--- src/hw/rtl/bvht_pkg.sv ---
package bvht_pkg;

    localparam int TIME_W     = 48;
    localparam int PRES_W     = 32;
    localparam int ALT_W      = 24;
    localparam int TEMP_W     = 16;
    localparam int AGE_W      = 32;
    localparam int CFG_P_W    = 18;
    localparam int CFG_IDX_W  = 3;
    localparam int CFG_DATA_W = 32;
    localparam int DT_W       = 32;
    localparam int DEN_W      = DT_W + 4;
    localparam int DA_W       = ALT_W + 1;
    localparam int PA_W       = 51;
    localparam int PB_W       = ALT_W + DT_W + 1;
    localparam int NUM_W      = 60;
    localparam int MAG_W      = NUM_W - 1;
    localparam int QUO_W      = ALT_W;
    localparam int REM_W      = DEN_W;
    localparam int CNT_W      = 5;

    localparam logic [CNT_W-1:0] DIV_LAST = CNT_W'(QUO_W - 1);

    localparam logic signed [25:0] SPEED_K = 26'sd30000000;

    localparam logic [ALT_W-1:0] CLIMB_MAX = {1'b0, {(ALT_W-1){1'b1}}};
    localparam logic [ALT_W-1:0] CLIMB_MIN = {1'b1, {(ALT_W-1){1'b0}}};

    localparam logic [CFG_P_W-1:0] RST_MIN_P    = 18'd30000;
    localparam logic [CFG_P_W-1:0] RST_MAX_P    = 18'd120000;
    localparam logic [TEMP_W-1:0]  RST_MIN_T    = 16'hF060;
    localparam logic [TEMP_W-1:0]  RST_MAX_T    = 16'd12500;
    localparam logic [AGE_W-1:0]   RST_STALE    = 32'd500000;
    localparam logic [DT_W-1:0]    RST_MIN_IV   = 32'd5000;
    localparam logic [DT_W-1:0]    RST_MAX_IV   = 32'd1000000;

    localparam logic [CFG_IDX_W-1:0] CFG_MIN_P   = 3'd0;
    localparam logic [CFG_IDX_W-1:0] CFG_MAX_P   = 3'd1;
    localparam logic [CFG_IDX_W-1:0] CFG_MIN_T   = 3'd2;
    localparam logic [CFG_IDX_W-1:0] CFG_MAX_T   = 3'd3;
    localparam logic [CFG_IDX_W-1:0] CFG_STALE   = 3'd4;
    localparam logic [CFG_IDX_W-1:0] CFG_MIN_IV  = 3'd5;
    localparam logic [CFG_IDX_W-1:0] CFG_MAX_IV  = 3'd6;

    typedef enum logic [1:0] {
        HEALTH_INIT    = 2'd0,
        HEALTH_OK      = 2'd1,
        HEALTH_STALE   = 2'd2,
        HEALTH_INVALID = 2'd3
    } t_health;

    typedef struct packed {
        logic capture;
        logic check;
        logic mul;
        logic sum;
        logic mag;
        logic div_init;
        logic div_step;
        logic emit;
    } t_cmd;

    typedef struct packed {
        logic upd;
        logic div_last;
        logic out_free;
    } t_sts;

endpackage

--- src/hw/rtl/bvht_in_if.sv ---
interface bvht_in_if;
    logic                               valid;
    logic                               ready;
    logic                               mode;
    logic signed [bvht_pkg::PRES_W-1:0] pressure;
    logic signed [bvht_pkg::ALT_W-1:0]  altitude;
    logic signed [bvht_pkg::TEMP_W-1:0] temperature;
    logic        [bvht_pkg::TIME_W-1:0] time_us;

    modport source (
        output valid, mode, pressure, altitude, temperature, time_us,
        input  ready
    );
    modport sink (
        input  valid, mode, pressure, altitude, temperature, time_us,
        output ready
    );
endinterface

--- src/hw/rtl/bvht_out_if.sv ---
interface bvht_out_if;
    logic                               valid;
    logic                               ready;
    logic [1:0]                         health;
    logic                               sample_valid;
    logic signed [bvht_pkg::ALT_W-1:0]  altitude_out;
    logic signed [bvht_pkg::ALT_W-1:0]  climb_rate;
    logic        [bvht_pkg::AGE_W-1:0]  age;
    logic signed [bvht_pkg::PRES_W-1:0] pressure_out;
    logic signed [bvht_pkg::TEMP_W-1:0] temperature_out;

    modport source (
        output valid, health, sample_valid, altitude_out, climb_rate, age,
               pressure_out, temperature_out,
        input  ready
    );
    modport sink (
        input  valid, health, sample_valid, altitude_out, climb_rate, age,
               pressure_out, temperature_out,
        output ready
    );
endinterface

--- src/hw/rtl/bvht_ctrl.sv ---
module bvht_ctrl (
    input  logic             i_clk,
    input  logic             i_rst_n,
    input  logic             i_in_valid,
    output logic             o_in_ready,
    output bvht_pkg::t_cmd   o_cmd,
    input  bvht_pkg::t_sts   i_sts
);

    typedef enum logic [2:0] {
        ST_IDLE,
        ST_CHECK,
        ST_MUL,
        ST_SUM,
        ST_MAG,
        ST_DINIT,
        ST_DIV,
        ST_EMIT
    } t_state;

    t_state r_state;
    t_state n_state;

    always_comb begin
        n_state = r_state;
        o_cmd   = '0;
        case (r_state)
            ST_IDLE: begin
                if (i_in_valid) begin
                    o_cmd.capture = 1'b1;
                    n_state       = ST_CHECK;
                end
            end
            ST_CHECK: begin
                o_cmd.check = 1'b1;
                n_state     = ST_MUL;
            end
            ST_MUL: begin
                o_cmd.mul = 1'b1;
                n_state   = i_sts.upd ? ST_SUM : ST_EMIT;
            end
            ST_SUM: begin
                o_cmd.sum = 1'b1;
                n_state   = ST_MAG;
            end
            ST_MAG: begin
                o_cmd.mag = 1'b1;
                n_state   = ST_DINIT;
            end
            ST_DINIT: begin
                o_cmd.div_init = 1'b1;
                n_state        = ST_DIV;
            end
            ST_DIV: begin
                o_cmd.div_step = 1'b1;
                if (i_sts.div_last) begin
                    n_state = ST_EMIT;
                end
            end
            ST_EMIT: begin
                if (i_sts.out_free) begin
                    o_cmd.emit = 1'b1;
                    n_state    = ST_IDLE;
                end
            end
            default: begin
                n_state = ST_IDLE;
            end
        endcase
    end

    assign o_in_ready = (r_state == ST_IDLE);

    always_ff @(posedge i_clk) begin
        if (!i_rst_n) begin
            r_state <= ST_IDLE;
        end else begin
            r_state <= n_state;
        end
    end

endmodule

--- src/hw/rtl/bvht_dp.sv ---
module bvht_dp (
    input  logic                                 i_clk,
    input  logic                                 i_rst_n,
    input  bvht_pkg::t_cmd                       i_cmd,
    output bvht_pkg::t_sts                       o_sts,
    input  logic                                 i_cfg_we,
    input  logic [bvht_pkg::CFG_IDX_W-1:0]       i_cfg_index,
    input  logic [bvht_pkg::CFG_DATA_W-1:0]      i_cfg_data,
    input  logic                                 i_mode,
    input  logic signed [bvht_pkg::PRES_W-1:0]   i_pressure,
    input  logic signed [bvht_pkg::ALT_W-1:0]    i_altitude,
    input  logic signed [bvht_pkg::TEMP_W-1:0]   i_temperature,
    input  logic [bvht_pkg::TIME_W-1:0]          i_time_us,
    output logic                                 o_out_valid,
    input  logic                                 i_out_ready,
    output logic [1:0]                           o_health,
    output logic                                 o_sample_valid,
    output logic signed [bvht_pkg::ALT_W-1:0]    o_altitude_out,
    output logic signed [bvht_pkg::ALT_W-1:0]    o_climb_rate,
    output logic [bvht_pkg::AGE_W-1:0]           o_age,
    output logic signed [bvht_pkg::PRES_W-1:0]   o_pressure_out,
    output logic signed [bvht_pkg::TEMP_W-1:0]   o_temperature_out
);

    logic [bvht_pkg::CFG_P_W-1:0]       r_min_p;
    logic [bvht_pkg::CFG_P_W-1:0]       r_max_p;
    logic signed [bvht_pkg::TEMP_W-1:0] r_min_t;
    logic signed [bvht_pkg::TEMP_W-1:0] r_max_t;
    logic [bvht_pkg::AGE_W-1:0]         r_stale;
    logic [bvht_pkg::DT_W-1:0]          r_min_iv;
    logic [bvht_pkg::DT_W-1:0]          r_max_iv;

    logic                               r_have_sample;
    logic                               r_last_valid;
    logic [bvht_pkg::TIME_W-1:0]        r_last_time;
    logic signed [bvht_pkg::ALT_W-1:0]  r_last_alt;
    logic signed [bvht_pkg::ALT_W-1:0]  r_last_climb;
    logic signed [bvht_pkg::PRES_W-1:0] r_last_p;
    logic signed [bvht_pkg::TEMP_W-1:0] r_last_t;

    logic                               r_mode;
    logic signed [bvht_pkg::PRES_W-1:0] r_p;
    logic signed [bvht_pkg::ALT_W-1:0]  r_a;
    logic signed [bvht_pkg::TEMP_W-1:0] r_t;
    logic [bvht_pkg::TIME_W-1:0]        r_now;

    logic                               r_valid;
    logic                               r_upd;
    logic [bvht_pkg::DT_W-1:0]          r_dt;

    logic signed [bvht_pkg::PA_W-1:0]   r_prod_a;
    logic signed [bvht_pkg::PB_W-1:0]   r_prod_b;
    logic [bvht_pkg::DEN_W-1:0]         r_den;
    logic signed [bvht_pkg::NUM_W-1:0]  r_num;
    logic                               r_neg;
    logic [bvht_pkg::MAG_W-1:0]         r_mag;
    logic                               r_sat;
    logic [bvht_pkg::REM_W-1:0]         r_rem;
    logic [bvht_pkg::QUO_W-1:0]         r_quo;
    logic [bvht_pkg::CNT_W-1:0]         r_cnt;

    logic                               r_out_valid;
    logic [1:0]                         r_out_health;
    logic                               r_out_sv;
    logic signed [bvht_pkg::ALT_W-1:0]  r_out_alt;
    logic signed [bvht_pkg::ALT_W-1:0]  r_out_climb;
    logic [bvht_pkg::AGE_W-1:0]         r_out_age;
    logic signed [bvht_pkg::PRES_W-1:0] r_out_p;
    logic signed [bvht_pkg::TEMP_W-1:0] r_out_t;

    logic [bvht_pkg::TIME_W-1:0]        w_dt48;
    logic                               w_valid;
    logic                               w_upd;
    logic signed [bvht_pkg::DA_W-1:0]   w_da;
    logic signed [bvht_pkg::NUM_W-1:0]  w_num;
    logic [bvht_pkg::NUM_W-1:0]         w_dsor_hi;
    logic [bvht_pkg::REM_W:0]           w_sh;
    logic [bvht_pkg::REM_W:0]           w_diff;
    logic                               w_ge;
    logic [bvht_pkg::ALT_W-1:0]         w_div_climb;
    logic [bvht_pkg::ALT_W-1:0]         w_climb_new;
    logic                               w_no_ref;
    logic [1:0]                         w_q_health;

    // config registers
    always_ff @(posedge i_clk) begin
        if (!i_rst_n) begin
            r_min_p  <= bvht_pkg::RST_MIN_P;
            r_max_p  <= bvht_pkg::RST_MAX_P;
            r_min_t  <= bvht_pkg::RST_MIN_T;
            r_max_t  <= bvht_pkg::RST_MAX_T;
            r_stale  <= bvht_pkg::RST_STALE;
            r_min_iv <= bvht_pkg::RST_MIN_IV;
            r_max_iv <= bvht_pkg::RST_MAX_IV;
        end else if (i_cfg_we) begin
            case (i_cfg_index)
                bvht_pkg::CFG_MIN_P:  r_min_p  <= i_cfg_data[bvht_pkg::CFG_P_W-1:0];
                bvht_pkg::CFG_MAX_P:  r_max_p  <= i_cfg_data[bvht_pkg::CFG_P_W-1:0];
                bvht_pkg::CFG_MIN_T:  r_min_t  <= i_cfg_data[bvht_pkg::TEMP_W-1:0];
                bvht_pkg::CFG_MAX_T:  r_max_t  <= i_cfg_data[bvht_pkg::TEMP_W-1:0];
                bvht_pkg::CFG_STALE:  r_stale  <= i_cfg_data;
                bvht_pkg::CFG_MIN_IV: r_min_iv <= i_cfg_data;
                bvht_pkg::CFG_MAX_IV: r_max_iv <= i_cfg_data;
                default: begin
                end
            endcase
        end
    end

    assign w_dt48  = r_now - r_last_time;
    assign w_valid = ($signed({r_p[bvht_pkg::PRES_W-1], r_p})
                        >= $signed({15'd0, r_min_p}))
                  && ($signed({r_p[bvht_pkg::PRES_W-1], r_p})
                        <= $signed({15'd0, r_max_p}))
                  && (r_t >= r_min_t) && (r_t <= r_max_t);
    assign w_upd   = !r_mode && r_have_sample && r_last_valid && w_valid
                  && (r_last_time != '0) && (r_now > r_last_time)
                  && (w_dt48 >= {16'd0, r_min_iv}) && (w_dt48 <= {16'd0, r_max_iv});

    assign w_da  = {r_a[bvht_pkg::ALT_W-1], r_a}
                 - {r_last_alt[bvht_pkg::ALT_W-1], r_last_alt};
    assign w_num = bvht_pkg::NUM_W'(r_prod_a)
                 + (bvht_pkg::NUM_W'(r_prod_b) <<< 3)
                 - bvht_pkg::NUM_W'(r_prod_b);

    assign w_dsor_hi = {r_den, {bvht_pkg::QUO_W{1'b0}}};
    assign w_sh      = {r_rem, r_quo[bvht_pkg::QUO_W-1]};
    assign w_diff    = w_sh - {1'b0, r_den};
    assign w_ge      = (w_sh >= {1'b0, r_den});

    always_comb begin
        if (r_neg) begin
            if (r_sat || (r_quo > bvht_pkg::CLIMB_MIN)) begin
                w_div_climb = bvht_pkg::CLIMB_MIN;
            end else begin
                w_div_climb = -r_quo;
            end
        end else begin
            if (r_sat || r_quo[bvht_pkg::QUO_W-1]) begin
                w_div_climb = bvht_pkg::CLIMB_MAX;
            end else begin
                w_div_climb = r_quo;
            end
        end
    end

    assign w_climb_new = r_upd ? w_div_climb : '0;
    assign w_no_ref    = !r_have_sample || (r_last_time == '0);

    always_comb begin
        if (w_no_ref) begin
            w_q_health = bvht_pkg::HEALTH_INIT;
        end else if (!r_last_valid) begin
            w_q_health = bvht_pkg::HEALTH_INVALID;
        end else if (r_dt > r_stale) begin
            w_q_health = bvht_pkg::HEALTH_STALE;
        end else begin
            w_q_health = bvht_pkg::HEALTH_OK;
        end
    end

    // capture, check and arithmetic stages
    always_ff @(posedge i_clk) begin
        if (i_cmd.capture) begin
            r_mode <= i_mode;
            r_p    <= i_pressure;
            r_a    <= i_altitude;
            r_t    <= i_temperature;
            r_now  <= i_time_us;
        end
        if (i_cmd.check) begin
            r_valid <= w_valid;
            r_upd   <= w_upd;
            r_dt    <= w_dt48[bvht_pkg::DT_W-1:0];
        end
        if (i_cmd.mul) begin
            r_prod_a <= bvht_pkg::PA_W'(w_da) * bvht_pkg::PA_W'(bvht_pkg::SPEED_K);
            r_prod_b <= bvht_pkg::PB_W'(r_last_climb)
                      * bvht_pkg::PB_W'($signed({1'b0, r_dt}));
            r_den    <= ({4'd0, r_dt} << 3) + ({4'd0, r_dt} << 1);
        end
        if (i_cmd.sum) begin
            r_num <= w_num;
        end
        if (i_cmd.mag) begin
            r_neg <= r_num[bvht_pkg::NUM_W-1];
            r_mag <= r_num[bvht_pkg::NUM_W-1] ? bvht_pkg::MAG_W'(-r_num)
                                              : bvht_pkg::MAG_W'(r_num);
        end
        if (i_cmd.div_init) begin
            r_sat <= ({1'b0, r_mag} >= w_dsor_hi);
            r_rem <= {1'b0, r_mag[bvht_pkg::MAG_W-1:bvht_pkg::QUO_W]};
            r_quo <= r_mag[bvht_pkg::QUO_W-1:0];
            r_cnt <= '0;
        end else if (i_cmd.div_step) begin
            r_rem <= w_ge ? w_diff[bvht_pkg::REM_W-1:0] : w_sh[bvht_pkg::REM_W-1:0];
            r_quo <= {r_quo[bvht_pkg::QUO_W-2:0], w_ge};
            r_cnt <= r_cnt + 1'b1;
        end
    end

    // stored sample
    always_ff @(posedge i_clk) begin
        if (!i_rst_n) begin
            r_have_sample <= 1'b0;
            r_last_valid  <= 1'b0;
            r_last_time   <= '0;
            r_last_alt    <= '0;
            r_last_climb  <= '0;
            r_last_p      <= '0;
            r_last_t      <= '0;
        end else if (i_cmd.emit && !r_mode) begin
            r_have_sample <= 1'b1;
            r_last_valid  <= r_valid;
            r_last_time   <= r_now;
            r_last_alt    <= r_a;
            r_last_climb  <= w_climb_new;
            r_last_p      <= r_p;
            r_last_t      <= r_t;
        end
    end

    // output word
    always_ff @(posedge i_clk) begin
        if (!i_rst_n) begin
            r_out_valid <= 1'b0;
        end else if (i_cmd.emit) begin
            r_out_valid <= 1'b1;
        end else if (i_out_ready) begin
            r_out_valid <= 1'b0;
        end
    end

    always_ff @(posedge i_clk) begin
        if (i_cmd.emit) begin
            if (r_mode) begin
                r_out_health <= w_q_health;
                r_out_sv     <= r_last_valid;
                r_out_alt    <= r_last_alt;
                r_out_climb  <= r_last_climb;
                r_out_age    <= w_no_ref ? '0 : r_dt;
                r_out_p      <= r_last_p;
                r_out_t      <= r_last_t;
            end else begin
                r_out_health <= r_valid ? bvht_pkg::HEALTH_OK : bvht_pkg::HEALTH_INVALID;
                r_out_sv     <= r_valid;
                r_out_alt    <= r_a;
                r_out_climb  <= w_climb_new;
                r_out_age    <= '0;
                r_out_p      <= r_p;
                r_out_t      <= r_t;
            end
        end
    end

    assign o_sts.upd      = r_upd;
    assign o_sts.div_last = (r_cnt == bvht_pkg::DIV_LAST);
    assign o_sts.out_free = !r_out_valid || i_out_ready;

    assign o_out_valid       = r_out_valid;
    assign o_health          = r_out_health;
    assign o_sample_valid    = r_out_sv;
    assign o_altitude_out    = r_out_alt;
    assign o_climb_rate      = r_out_climb;
    assign o_age             = r_out_age;
    assign o_pressure_out    = r_out_p;
    assign o_temperature_out = r_out_t;

    a_query_keeps_sample: assert property (@(posedge i_clk) disable iff (!i_rst_n)
        (i_cmd.emit && r_mode) |=> ($stable(r_last_time) && $stable(r_last_climb)))
        else $error("query changed the stored sample");

    a_no_update_zero_climb: assert property (@(posedge i_clk) disable iff (!i_rst_n)
        (i_cmd.emit && !r_mode && !r_upd) |=> (r_last_climb == '0))
        else $error("climb kept without a speed update");

    a_sample_health: assert property (@(posedge i_clk) disable iff (!i_rst_n)
        (i_cmd.emit && !r_mode) |=> (r_out_valid
            && (r_out_health == bvht_pkg::HEALTH_OK
                || r_out_health == bvht_pkg::HEALTH_INVALID)
            && (r_out_age == '0)))
        else $error("sample word with query health or age");

endmodule

--- src/hw/rtl/baro_vspeed_health_tracker.sv ---
// channel    dir  modport             payload
// i_sample   in   bvht_in_if.sink     mode, pressure, altitude, temperature, time_us
// o_result   out  bvht_out_if.source  health, sample_valid, altitude_out, climb_rate,
//                                     age, pressure_out, temperature_out
// i_cfg_*    in   write port          we, index 0..6, data 32 bit
//
// One word in flight: a query or a sample without speed update passes capture, check
// and multiply and then emits its result; a sample with speed update also passes the
// sum, magnitude and divider-init steps and the bit-serial quotient loop of the
// datapath, which forms a 24-bit quotient, before it emits.
// Synchronous active-low reset clears the controller, the output valid, the
// stored sample and the configuration to its defaults.
// A stalled result holds in the output register; input ready returns while it waits,
// and the next word then holds in the controller until the result is taken.
module baro_vspeed_health_tracker (
    input  logic                                i_clk,
    input  logic                                i_rst_n,
    bvht_in_if.sink                             i_sample,
    bvht_out_if.source                          o_result,
    input  logic                                i_cfg_we,
    input  logic [bvht_pkg::CFG_IDX_W-1:0]      i_cfg_index,
    input  logic [bvht_pkg::CFG_DATA_W-1:0]     i_cfg_data
);

    bvht_pkg::t_cmd w_cmd;
    bvht_pkg::t_sts w_sts;
    logic           w_in_ready;

    bvht_ctrl u_ctrl (
        .i_clk      (i_clk),
        .i_rst_n    (i_rst_n),
        .i_in_valid (i_sample.valid),
        .o_in_ready (w_in_ready),
        .o_cmd      (w_cmd),
        .i_sts      (w_sts)
    );

    assign i_sample.ready = w_in_ready;

    bvht_dp u_dp (
        .i_clk             (i_clk),
        .i_rst_n           (i_rst_n),
        .i_cmd             (w_cmd),
        .o_sts             (w_sts),
        .i_cfg_we          (i_cfg_we),
        .i_cfg_index       (i_cfg_index),
        .i_cfg_data        (i_cfg_data),
        .i_mode            (i_sample.mode),
        .i_pressure        (i_sample.pressure),
        .i_altitude        (i_sample.altitude),
        .i_temperature     (i_sample.temperature),
        .i_time_us         (i_sample.time_us),
        .o_out_valid       (o_result.valid),
        .i_out_ready       (o_result.ready),
        .o_health          (o_result.health),
        .o_sample_valid    (o_result.sample_valid),
        .o_altitude_out    (o_result.altitude_out),
        .o_climb_rate      (o_result.climb_rate),
        .o_age             (o_result.age),
        .o_pressure_out    (o_result.pressure_out),
        .o_temperature_out (o_result.temperature_out)
    );

endmodule

--- src/flat_wrapper.sv ---
// flat-port wrapper written by rule: the top's interface ports become plain ports
module baro_vspeed_health_tracker_flat 
  (i_clk, i_rst_n, i_cfg_we, i_cfg_index, i_cfg_data, i_sample_valid, i_sample_mode, i_sample_pressure, i_sample_altitude, i_sample_temperature, i_sample_time_us, i_sample_ready, o_result_valid, o_result_health, o_result_sample_valid, o_result_altitude_out, o_result_climb_rate, o_result_age, o_result_pressure_out, o_result_temperature_out, o_result_ready);
  bvht_in_if i_sample_i ();
  bvht_out_if o_result_i ();
  input  logic i_clk;
  input  logic i_rst_n;
  input  logic i_cfg_we;
  input  logic [bvht_pkg::CFG_IDX_W-1:0] i_cfg_index;
  input  logic [bvht_pkg::CFG_DATA_W-1:0] i_cfg_data;
  input wire logic [$bits(i_sample_i.valid)-1:0] i_sample_valid;
  input wire logic [$bits(i_sample_i.mode)-1:0] i_sample_mode;
  input wire logic [$bits(i_sample_i.pressure)-1:0] i_sample_pressure;
  input wire logic [$bits(i_sample_i.altitude)-1:0] i_sample_altitude;
  input wire logic [$bits(i_sample_i.temperature)-1:0] i_sample_temperature;
  input wire logic [$bits(i_sample_i.time_us)-1:0] i_sample_time_us;
  output wire logic [$bits(i_sample_i.ready)-1:0] i_sample_ready;
  output wire logic [$bits(o_result_i.valid)-1:0] o_result_valid;
  output wire logic [$bits(o_result_i.health)-1:0] o_result_health;
  output wire logic [$bits(o_result_i.sample_valid)-1:0] o_result_sample_valid;
  output wire logic [$bits(o_result_i.altitude_out)-1:0] o_result_altitude_out;
  output wire logic [$bits(o_result_i.climb_rate)-1:0] o_result_climb_rate;
  output wire logic [$bits(o_result_i.age)-1:0] o_result_age;
  output wire logic [$bits(o_result_i.pressure_out)-1:0] o_result_pressure_out;
  output wire logic [$bits(o_result_i.temperature_out)-1:0] o_result_temperature_out;
  input wire logic [$bits(o_result_i.ready)-1:0] o_result_ready;
  assign i_sample_i.valid = i_sample_valid;
  assign i_sample_i.mode = i_sample_mode;
  assign i_sample_i.pressure = i_sample_pressure;
  assign i_sample_i.altitude = i_sample_altitude;
  assign i_sample_i.temperature = i_sample_temperature;
  assign i_sample_i.time_us = i_sample_time_us;
  assign i_sample_ready = i_sample_i.ready;
  assign o_result_valid = o_result_i.valid;
  assign o_result_health = o_result_i.health;
  assign o_result_sample_valid = o_result_i.sample_valid;
  assign o_result_altitude_out = o_result_i.altitude_out;
  assign o_result_climb_rate = o_result_i.climb_rate;
  assign o_result_age = o_result_i.age;
  assign o_result_pressure_out = o_result_i.pressure_out;
  assign o_result_temperature_out = o_result_i.temperature_out;
  assign o_result_i.ready = o_result_ready;
  baro_vspeed_health_tracker u_core (.i_clk(i_clk), .i_rst_n(i_rst_n), .i_sample(i_sample_i), .o_result(o_result_i), .i_cfg_we(i_cfg_we), .i_cfg_index(i_cfg_index), .i_cfg_data(i_cfg_data));
endmodule
--- config.mk ---
export PLATFORM = sky130hd
export DESIGN_NAME = baro_vspeed_health_tracker_flat
export DESIGN_NICKNAME = d
export VERILOG_FILES = /design/src/hw/rtl/bvht_pkg.sv /design/src/hw/rtl/bvht_in_if.sv /design/src/hw/rtl/bvht_out_if.sv /design/src/hw/rtl/bvht_ctrl.sv /design/src/hw/rtl/bvht_dp.sv /design/src/hw/rtl/baro_vspeed_health_tracker.sv /design/src/flat_wrapper.sv
export SDC_FILE = /design/constraint.sdc
export NUM_CORES = 2
export LEC_CHECK = 0
export BUFFER_PORTS_ARGS = -buffer_cell sky130_fd_sc_hd__buf_2
export CAP_MARGIN = 20
export CORE_ASPECT_RATIO = 0.5
export CORE_UTILIZATION = 60
export DETAILED_ROUTE_END_ITERATION = 6
export HOLD_SLACK_MARGIN = 0.03
export MAX_ROUTING_LAYER = met4
export PLACE_DENSITY = 0.78
export SYNTH_ARGS = -nofsm -noshare
export SYNTH_HDL_FRONTEND = slang
export SYNTH_HIERARCHICAL = 1
export SYNTH_SLANG_ARGS = --single-unit
--- constraint.sdc ---
create_clock -name i_clk -period 9.7 [get_ports i_clk]
set_input_delay 0.485 -clock i_clk [delete_from_list [all_inputs] [get_ports i_clk]]
set_output_delay 0.485 -clock i_clk [all_outputs]
set_load 0.01 [all_outputs]
# Yosys cells after proc, flatten, opt, wreduce, memory -nomap -nowiden
# Index checks and enable logic that the tools add are counted.
# classes
reduce_logical	33
bitwise	1
n_eq_ne	17
add_sub_neg	9
n_mux	37
mul	2
magnitude_cmp	11
# op_table
op	n
$mux 24	8
$mux 35	2
$add 51x60->60	1
$ge 59x60->1	1
$sub 60x57->60	1
$mux 59	1
$neg 59->59	1
$mul 24x33->57	1
$ge 48x32->1	1
$gt 48x48->1	1
$le 48x32->1	1
$logic_not 48->1	1
$reduce_bool 48->1	1
$sub 48x48->48	1
$mul 25x19->44 const B	1
$ge 37x36->1	1
$add 35x33->36	1
$mux 36	1
$sub 36x36->36	1
$ge 32x19->1	1
$gt 32x32->1	1
$le 32x19->1	1
$mux 32	1
$sub 24x24->25	1
24 further kinds	78
# word_totals
out_inout_bits	133
elab_cells	152
ff_bits	923
in_bits	161

# Depth between registers and ports, before layout
# depth
ltp_word	9
mapped_depth	35
ltp_nobuf	35

# Cells and area by module
# Netlist, hierarchy kept.
# by_module_without_submodules
module	n_inst	seq_area_each_um2	area_per_inst_um2	cells_each
bvht_dp	1	24423.4	83886.7	8740
bvht_ctrl	1	60.1	306.5	34

# Worst setup path after synthesis
# OpenSTA, ideal clock, no wires.
# synth_timing
kind	register to register
startpoint	reg u_core/u_dp/r_a[0] (netlist bit)
endpoint	reg u_core/u_dp/r_prod_a[50] (netlist bit), data pin
slack_ps	1175
n_path_buf	4
required_ps	9441
arrival_time_ps	8266
stages_incl_launch_ff	35
period_less_slack_ps	8525
setup_ps	259
cell_sequence	edfxtp_1 inv_1 ha_1 fa_1 nor2b_1 o211ai_1 a21oi_1 o311ai_0 a2111oi_0 o21ai_0 and2_1 clkbuf_1 inv_1 clkbuf_1 clkbuf_1 fa_1 clkbuf_1 inv_1 fa_1 fa_1 fa_1 inv_1 fa_1 inv_1 ha_1 a211oi_1 nand2_1 a31oi_1 o21a_1 a41o_1 o21a_1 o21ai_0 a221o_1 a21oi_1 xnor2_1
# synth_via
elab_chain_cells	2
# synth_rtl
item	line	text
from (decl)	bvht_dp.sv:43	logic signed [bvht_pkg::ALT_W-1:0] r_a;
from (signal assigned)	bvht_dp.sv:167	r_a <= i_altitude;
$sub 24x24->25	bvht_dp.sv:121	- {r_last_alt[bvht_pkg::ALT_W-1], r_last_alt};
$mul 25x19->44	bvht_dp.sv:177	r_prod_a <= bvht_pkg::PA_W'(w_da) * bvht_pkg::PA_W'(bvht_pkg::SPEED_K);
to (signal assigned)	bvht_dp.sv:177	
to (decl)	bvht_dp.sv:51	logic signed [bvht_pkg::PA_W-1:0] r_prod_a;
# No other way between the ends.
# A chain may end at the register's enable or synchronous reset.

# Final worst setup path
# Same ends and word-level chain as after synthesis.

==> results.json <==
{
  "port-buffer-count": 293,
  "cap_violations": 0,
  "synth_top_family_by_area": "adder cells",
  "synth_fa_ha_area_frac": 0.322,
  "via_per_inst": 5.79,
  "critical_path.slowest_cell": "a2111oi_0",
  "synth_cells": 8774,
  "maximum_number_of_pins_on_one_net_before_global_route_repair": 168,
  "yosys.area_share.simple": 0.131,
  "worst_ep_arrival_time_ps": 9540,
  "postSynthNetCount": 10600,
  "cts_sinks": 922,
  "floorplan.die_area_sq_um": 142000,
  "design_area_sq_um": 92200,
  "synth_cell_type_count": 94,
  "synth_top_cell_by_area": "edfxtp_1",
  "timing.critical_path.required_ps": 10160,
  "final_net_count": 10900,
  "ys_seq_elements": 922,
  "dpl-instance-area_sq_um": 87700,
  "setup_viol_count_final": 0,
  "1st_iter_drt_viols": 5619,
  "ff_latch_area_sq_um": 24500,
  "max_clock_freq_mhz": 110,
  "endpoint_kind": "flop",
  "synth_compound_gate_area_share": 0.121,
  "synth-seq-area-share": 0.291,
  "busiest_layer": "met2",
  "first_pass_grt_wire_length_microns": 358000,
  "finalHoldWorstSlack_ps": 84.0,
  "clock-skew-final_ps": 68.6,
  "fp.dieH_microns": 267,
  "detail_route.first_pass.iterations": 6,
  "synth_area_sq_um": 84200,
  "status": "complete, no violations",
  "yosys_warnings": 6,
  "finalWirelength_microns": 228000,
  "overflow": 0,
  "tritoncts": "yes",
  "via_count": 63800,
  "ys_async_sr_fraction": 0,
  "drive_gt1_frac": 0.0831,
  "cts_made_buffers": 87,
  "starting_density": 0.610,
  "coreArea_sq_um": 138000,
  "yosys-top-cells-count": "1,439 x inv_1, 1,307 x nand2_1, 844 x fa_1",
  "fillCellCount": 10900,
  "yosysTopAreaCellShare": 0.215,
  "synthMostInstantiatedCell": "inv_1",
  "ioPinCount": 294,
  "final_hold_viol_count": 0,
  "ctsLongestPathBuffers": 3,
  "synth_ff_type": "edfxtp_1",
  "timing.final.max_slew_violations": 0,
  "grtUsageMet3": 0.0618,
  "cts-root-buf": "clkbuf_16",
  "hp-class": "input pin to flop",
  "setup_total_negative_slack_ps": 0,
  "grt_util_met2": 0.506,
  "place_ws_ps": 452,
  "worst_pin_slew_ps": 1150,
  "layout_setup_ws_ps": 619,
  "area_delta_synth_final_pct": 9.54,
  "dp_hpwl_microns": 175000,
  "gp_congestion": 0.970,
  "fp.dieW_microns": 532,
  "floorplan.rows": 96,
  "initial_antenna_violation_count": 20,
  "gr-usage-all-layers": 0.334,
  "maxSlewHeadroom": 0.233,
  "drcViolationCount": 0,
  "share_of_cell_area_taken_by_muxes_after_synthesis": 0.0161,
  "critical_path.startpoint_type": "flop",
  "drt-wirelength-per-cell_microns": 20.7,
  "grt_setup_unrepaired": "false",
  "synth.area.top_cells": "edfxtp_1 21%, fa_1 20%, ha_1 12%",
  "syn-mean-instance-area_sq_um": 9.60,
  "multiInputGateArea_sq_um": 53100,
  "grtUsageMet1": 0.459,
  "grt_pass1_vias": 63400,
  "cpMostUsedCell": "fa_1",
  "ant_nets": 0,
  "post_synth_xor_area_fraction": 0.0398,
  "number_of_enable_type_register_cells_in_the_synthesized_netlist": 602,
  "worst-setup-path-type": "flop to flop",
  "highest_net_fanout_along_the_worst_path": 11,
  "clk_latency_ps": 740,
  "cts.htree.levels": 3,
  "min_period_over_period": 0.936,
  "crit_path_max_incr_delay_ps": 630,
  "final_critical_period_ps": 9080,
  "clkSlewWorstSetupHoldPaths_ps": 70
}
final cells by class:
cell class,count,area share
Multi-Input combinational cell,6067,0.575
Sequential cell,922,0.266
Inverter,1440,0.0586
Timing Repair Buffer,549,0.0412
Clock buffer,116,0.0263
Tap cell,1862,0.0253
Clock inverter,48,0.00723
Antenna cell,13,0.000353
path summary, 6_finish.rpt:
path                                         startpoint                       end  slack [ps]  cells after the start
worst max-delay path                 u_core/u_dp/r_a[0]  u_core/u_dp/r_prod_a[50]         620                     31
worst min-delay path                     i_cfg_data[28]  u_core/u_dp/r_max_iv[28]          80                      3
worst max register to register       u_core/u_dp/r_a[0]  u_core/u_dp/r_prod_a[50]         620                     31
worst min register to register  u_core/u_dp/r_last_t[9]   u_core/u_dp/r_last_t[9]         460                      2
layer usage:
| metal | routed length (microns) | part of all wire |
|---|---|---|
| met1 | 98700 | 0.43 |
| met2 | 101000 | 0.44 |
| met3 | 21000 | 0.092 |
| met4 | 7280 | 0.032 |
| met5 | 0 | 0 |
sequential cells by signal, summed over array words and instances (netlist names), 18 cells and up:
| name | count |
|---|---|
| u_core/u_dp/o_altitude_out | 24 |
| u_core/u_dp/r_p | 32 |
| u_core/u_dp/r_last_climb | 24 |
| u_core/u_dp/r_max_p | 18 |
| u_core/u_dp/r_max_iv | 32 |
| u_core/u_dp/r_min_p | 18 |
| u_core/u_dp/r_quo | 24 |
| u_core/u_dp/r_last_p | 32 |
| u_core/u_dp/r_a | 24 |
| u_core/u_dp/r_last_alt | 24 |
| u_core/u_dp/r_num | 60 |
| u_core/u_dp/r_rem | 36 |
| u_core/u_dp/r_mag | 59 |
| u_core/u_dp/r_prod_a | 44 |
| u_core/u_dp/r_now | 48 |
| u_core/u_dp/r_den | 35 |
| u_core/u_dp/r_stale | 32 |
| u_core/u_dp/o_pressure_out | 32 |
| u_core/u_dp/o_age | 32 |
| u_core/u_dp/r_last_time | 48 |
| u_core/u_dp/r_min_iv | 32 |
| u_core/u_dp/r_prod_b | 57 |
| u_core/u_dp/r_dt | 32 |
| u_core/u_dp/o_climb_rate | 24 |
cell families after synthesis:
family / Yosys count
multiplexers: 122
flip-flops: 922
adder cells (fa/ha/maj): 1660
other: 1
AND/OR/NAND/NOR: 2377
buffers and inverters: 1785
XOR/XNOR: 383
AO/OA/AOI/OAI: 1524
through the flow:
stage / std cells / utilization
global placement: 10700 / 0.635
floorplan: 8774 / -
CTS: 11000 / 0.667
detailed placement: 10700 / 0.635
global route: 11000 / 0.668
finish: 11000 / 0.668
timing repair:
item,in CTS,in global routing
setup endpoints to repair,0,1
hold buffers,124,0
endpoints found under the hold margin,133,0
buffers inserted,0,0
gates resized for setup,0,1
worst max-delay path: cells and delay by family, from the launching register on:
family	cells	cell delay, ps
fa+ha+maj	9	3920
compound gates	13	3150
xor+xnor	2	580
simple gates	3	420
buf+inv	4	410
flops	1	350
layout by cell type (no fill, tap or decap), types with 13 or more instances in the layout:
| master | synthesis | layout |
|---|---|---|
| a211oi_1 | 42 | 42 |
| a21boi_0 | 257 | 257 |
| a21o_1 | 227 | 227 |
| a21oi_1 | 351 | 351 |
| a31oi_1 | 49 | 49 |
| and2_1 | 301 | 301 |
| and3_1 | 29 | 29 |
| buf_2 | 1 | 292 |
| buf_4 | 1 | 125 |
| clkbuf_1 | 334 | 16 |
| clkbuf_16 | 0 | 88 |
| clkbuf_8 | 0 | 13 |
| clkinv_2 | 0 | 14 |
| dfxtp_1 | 320 | 315 |
| diode_2 | 0 | 13 |
| dlygate4sd3_1 | 0 | 124 |
| edfxtp_1 | 602 | 602 |
| fa_1 | 844 | 844 |
| ha_1 | 816 | 816 |
| inv_1 | 1439 | 1439 |
| mux2_2 | 110 | 110 |
| nand2_1 | 1307 | 1306 |
| nand2b_1 | 63 | 63 |
| nand3_1 | 93 | 93 |
| nand4_1 | 75 | 75 |
| nor2_1 | 221 | 218 |
| nor2b_1 | 75 | 74 |
| nor3_1 | 68 | 65 |
| nor4_1 | 34 | 34 |
| o211ai_1 | 81 | 81 |
| o21a_1 | 56 | 56 |
| o21ai_0 | 226 | 226 |
| o21bai_1 | 39 | 39 |
| o31ai_1 | 40 | 39 |
| o41ai_1 | 14 | 14 |
| or2_2 | 22 | 22 |
| or3_1 | 22 | 22 |
| xnor2_1 | 250 | 250 |
| xor2_1 | 133 | 133 |
Power is left out: the tool's default activity adds up to more than one toggle a clock period on the data nets, which glitch-free logic cannot reach.
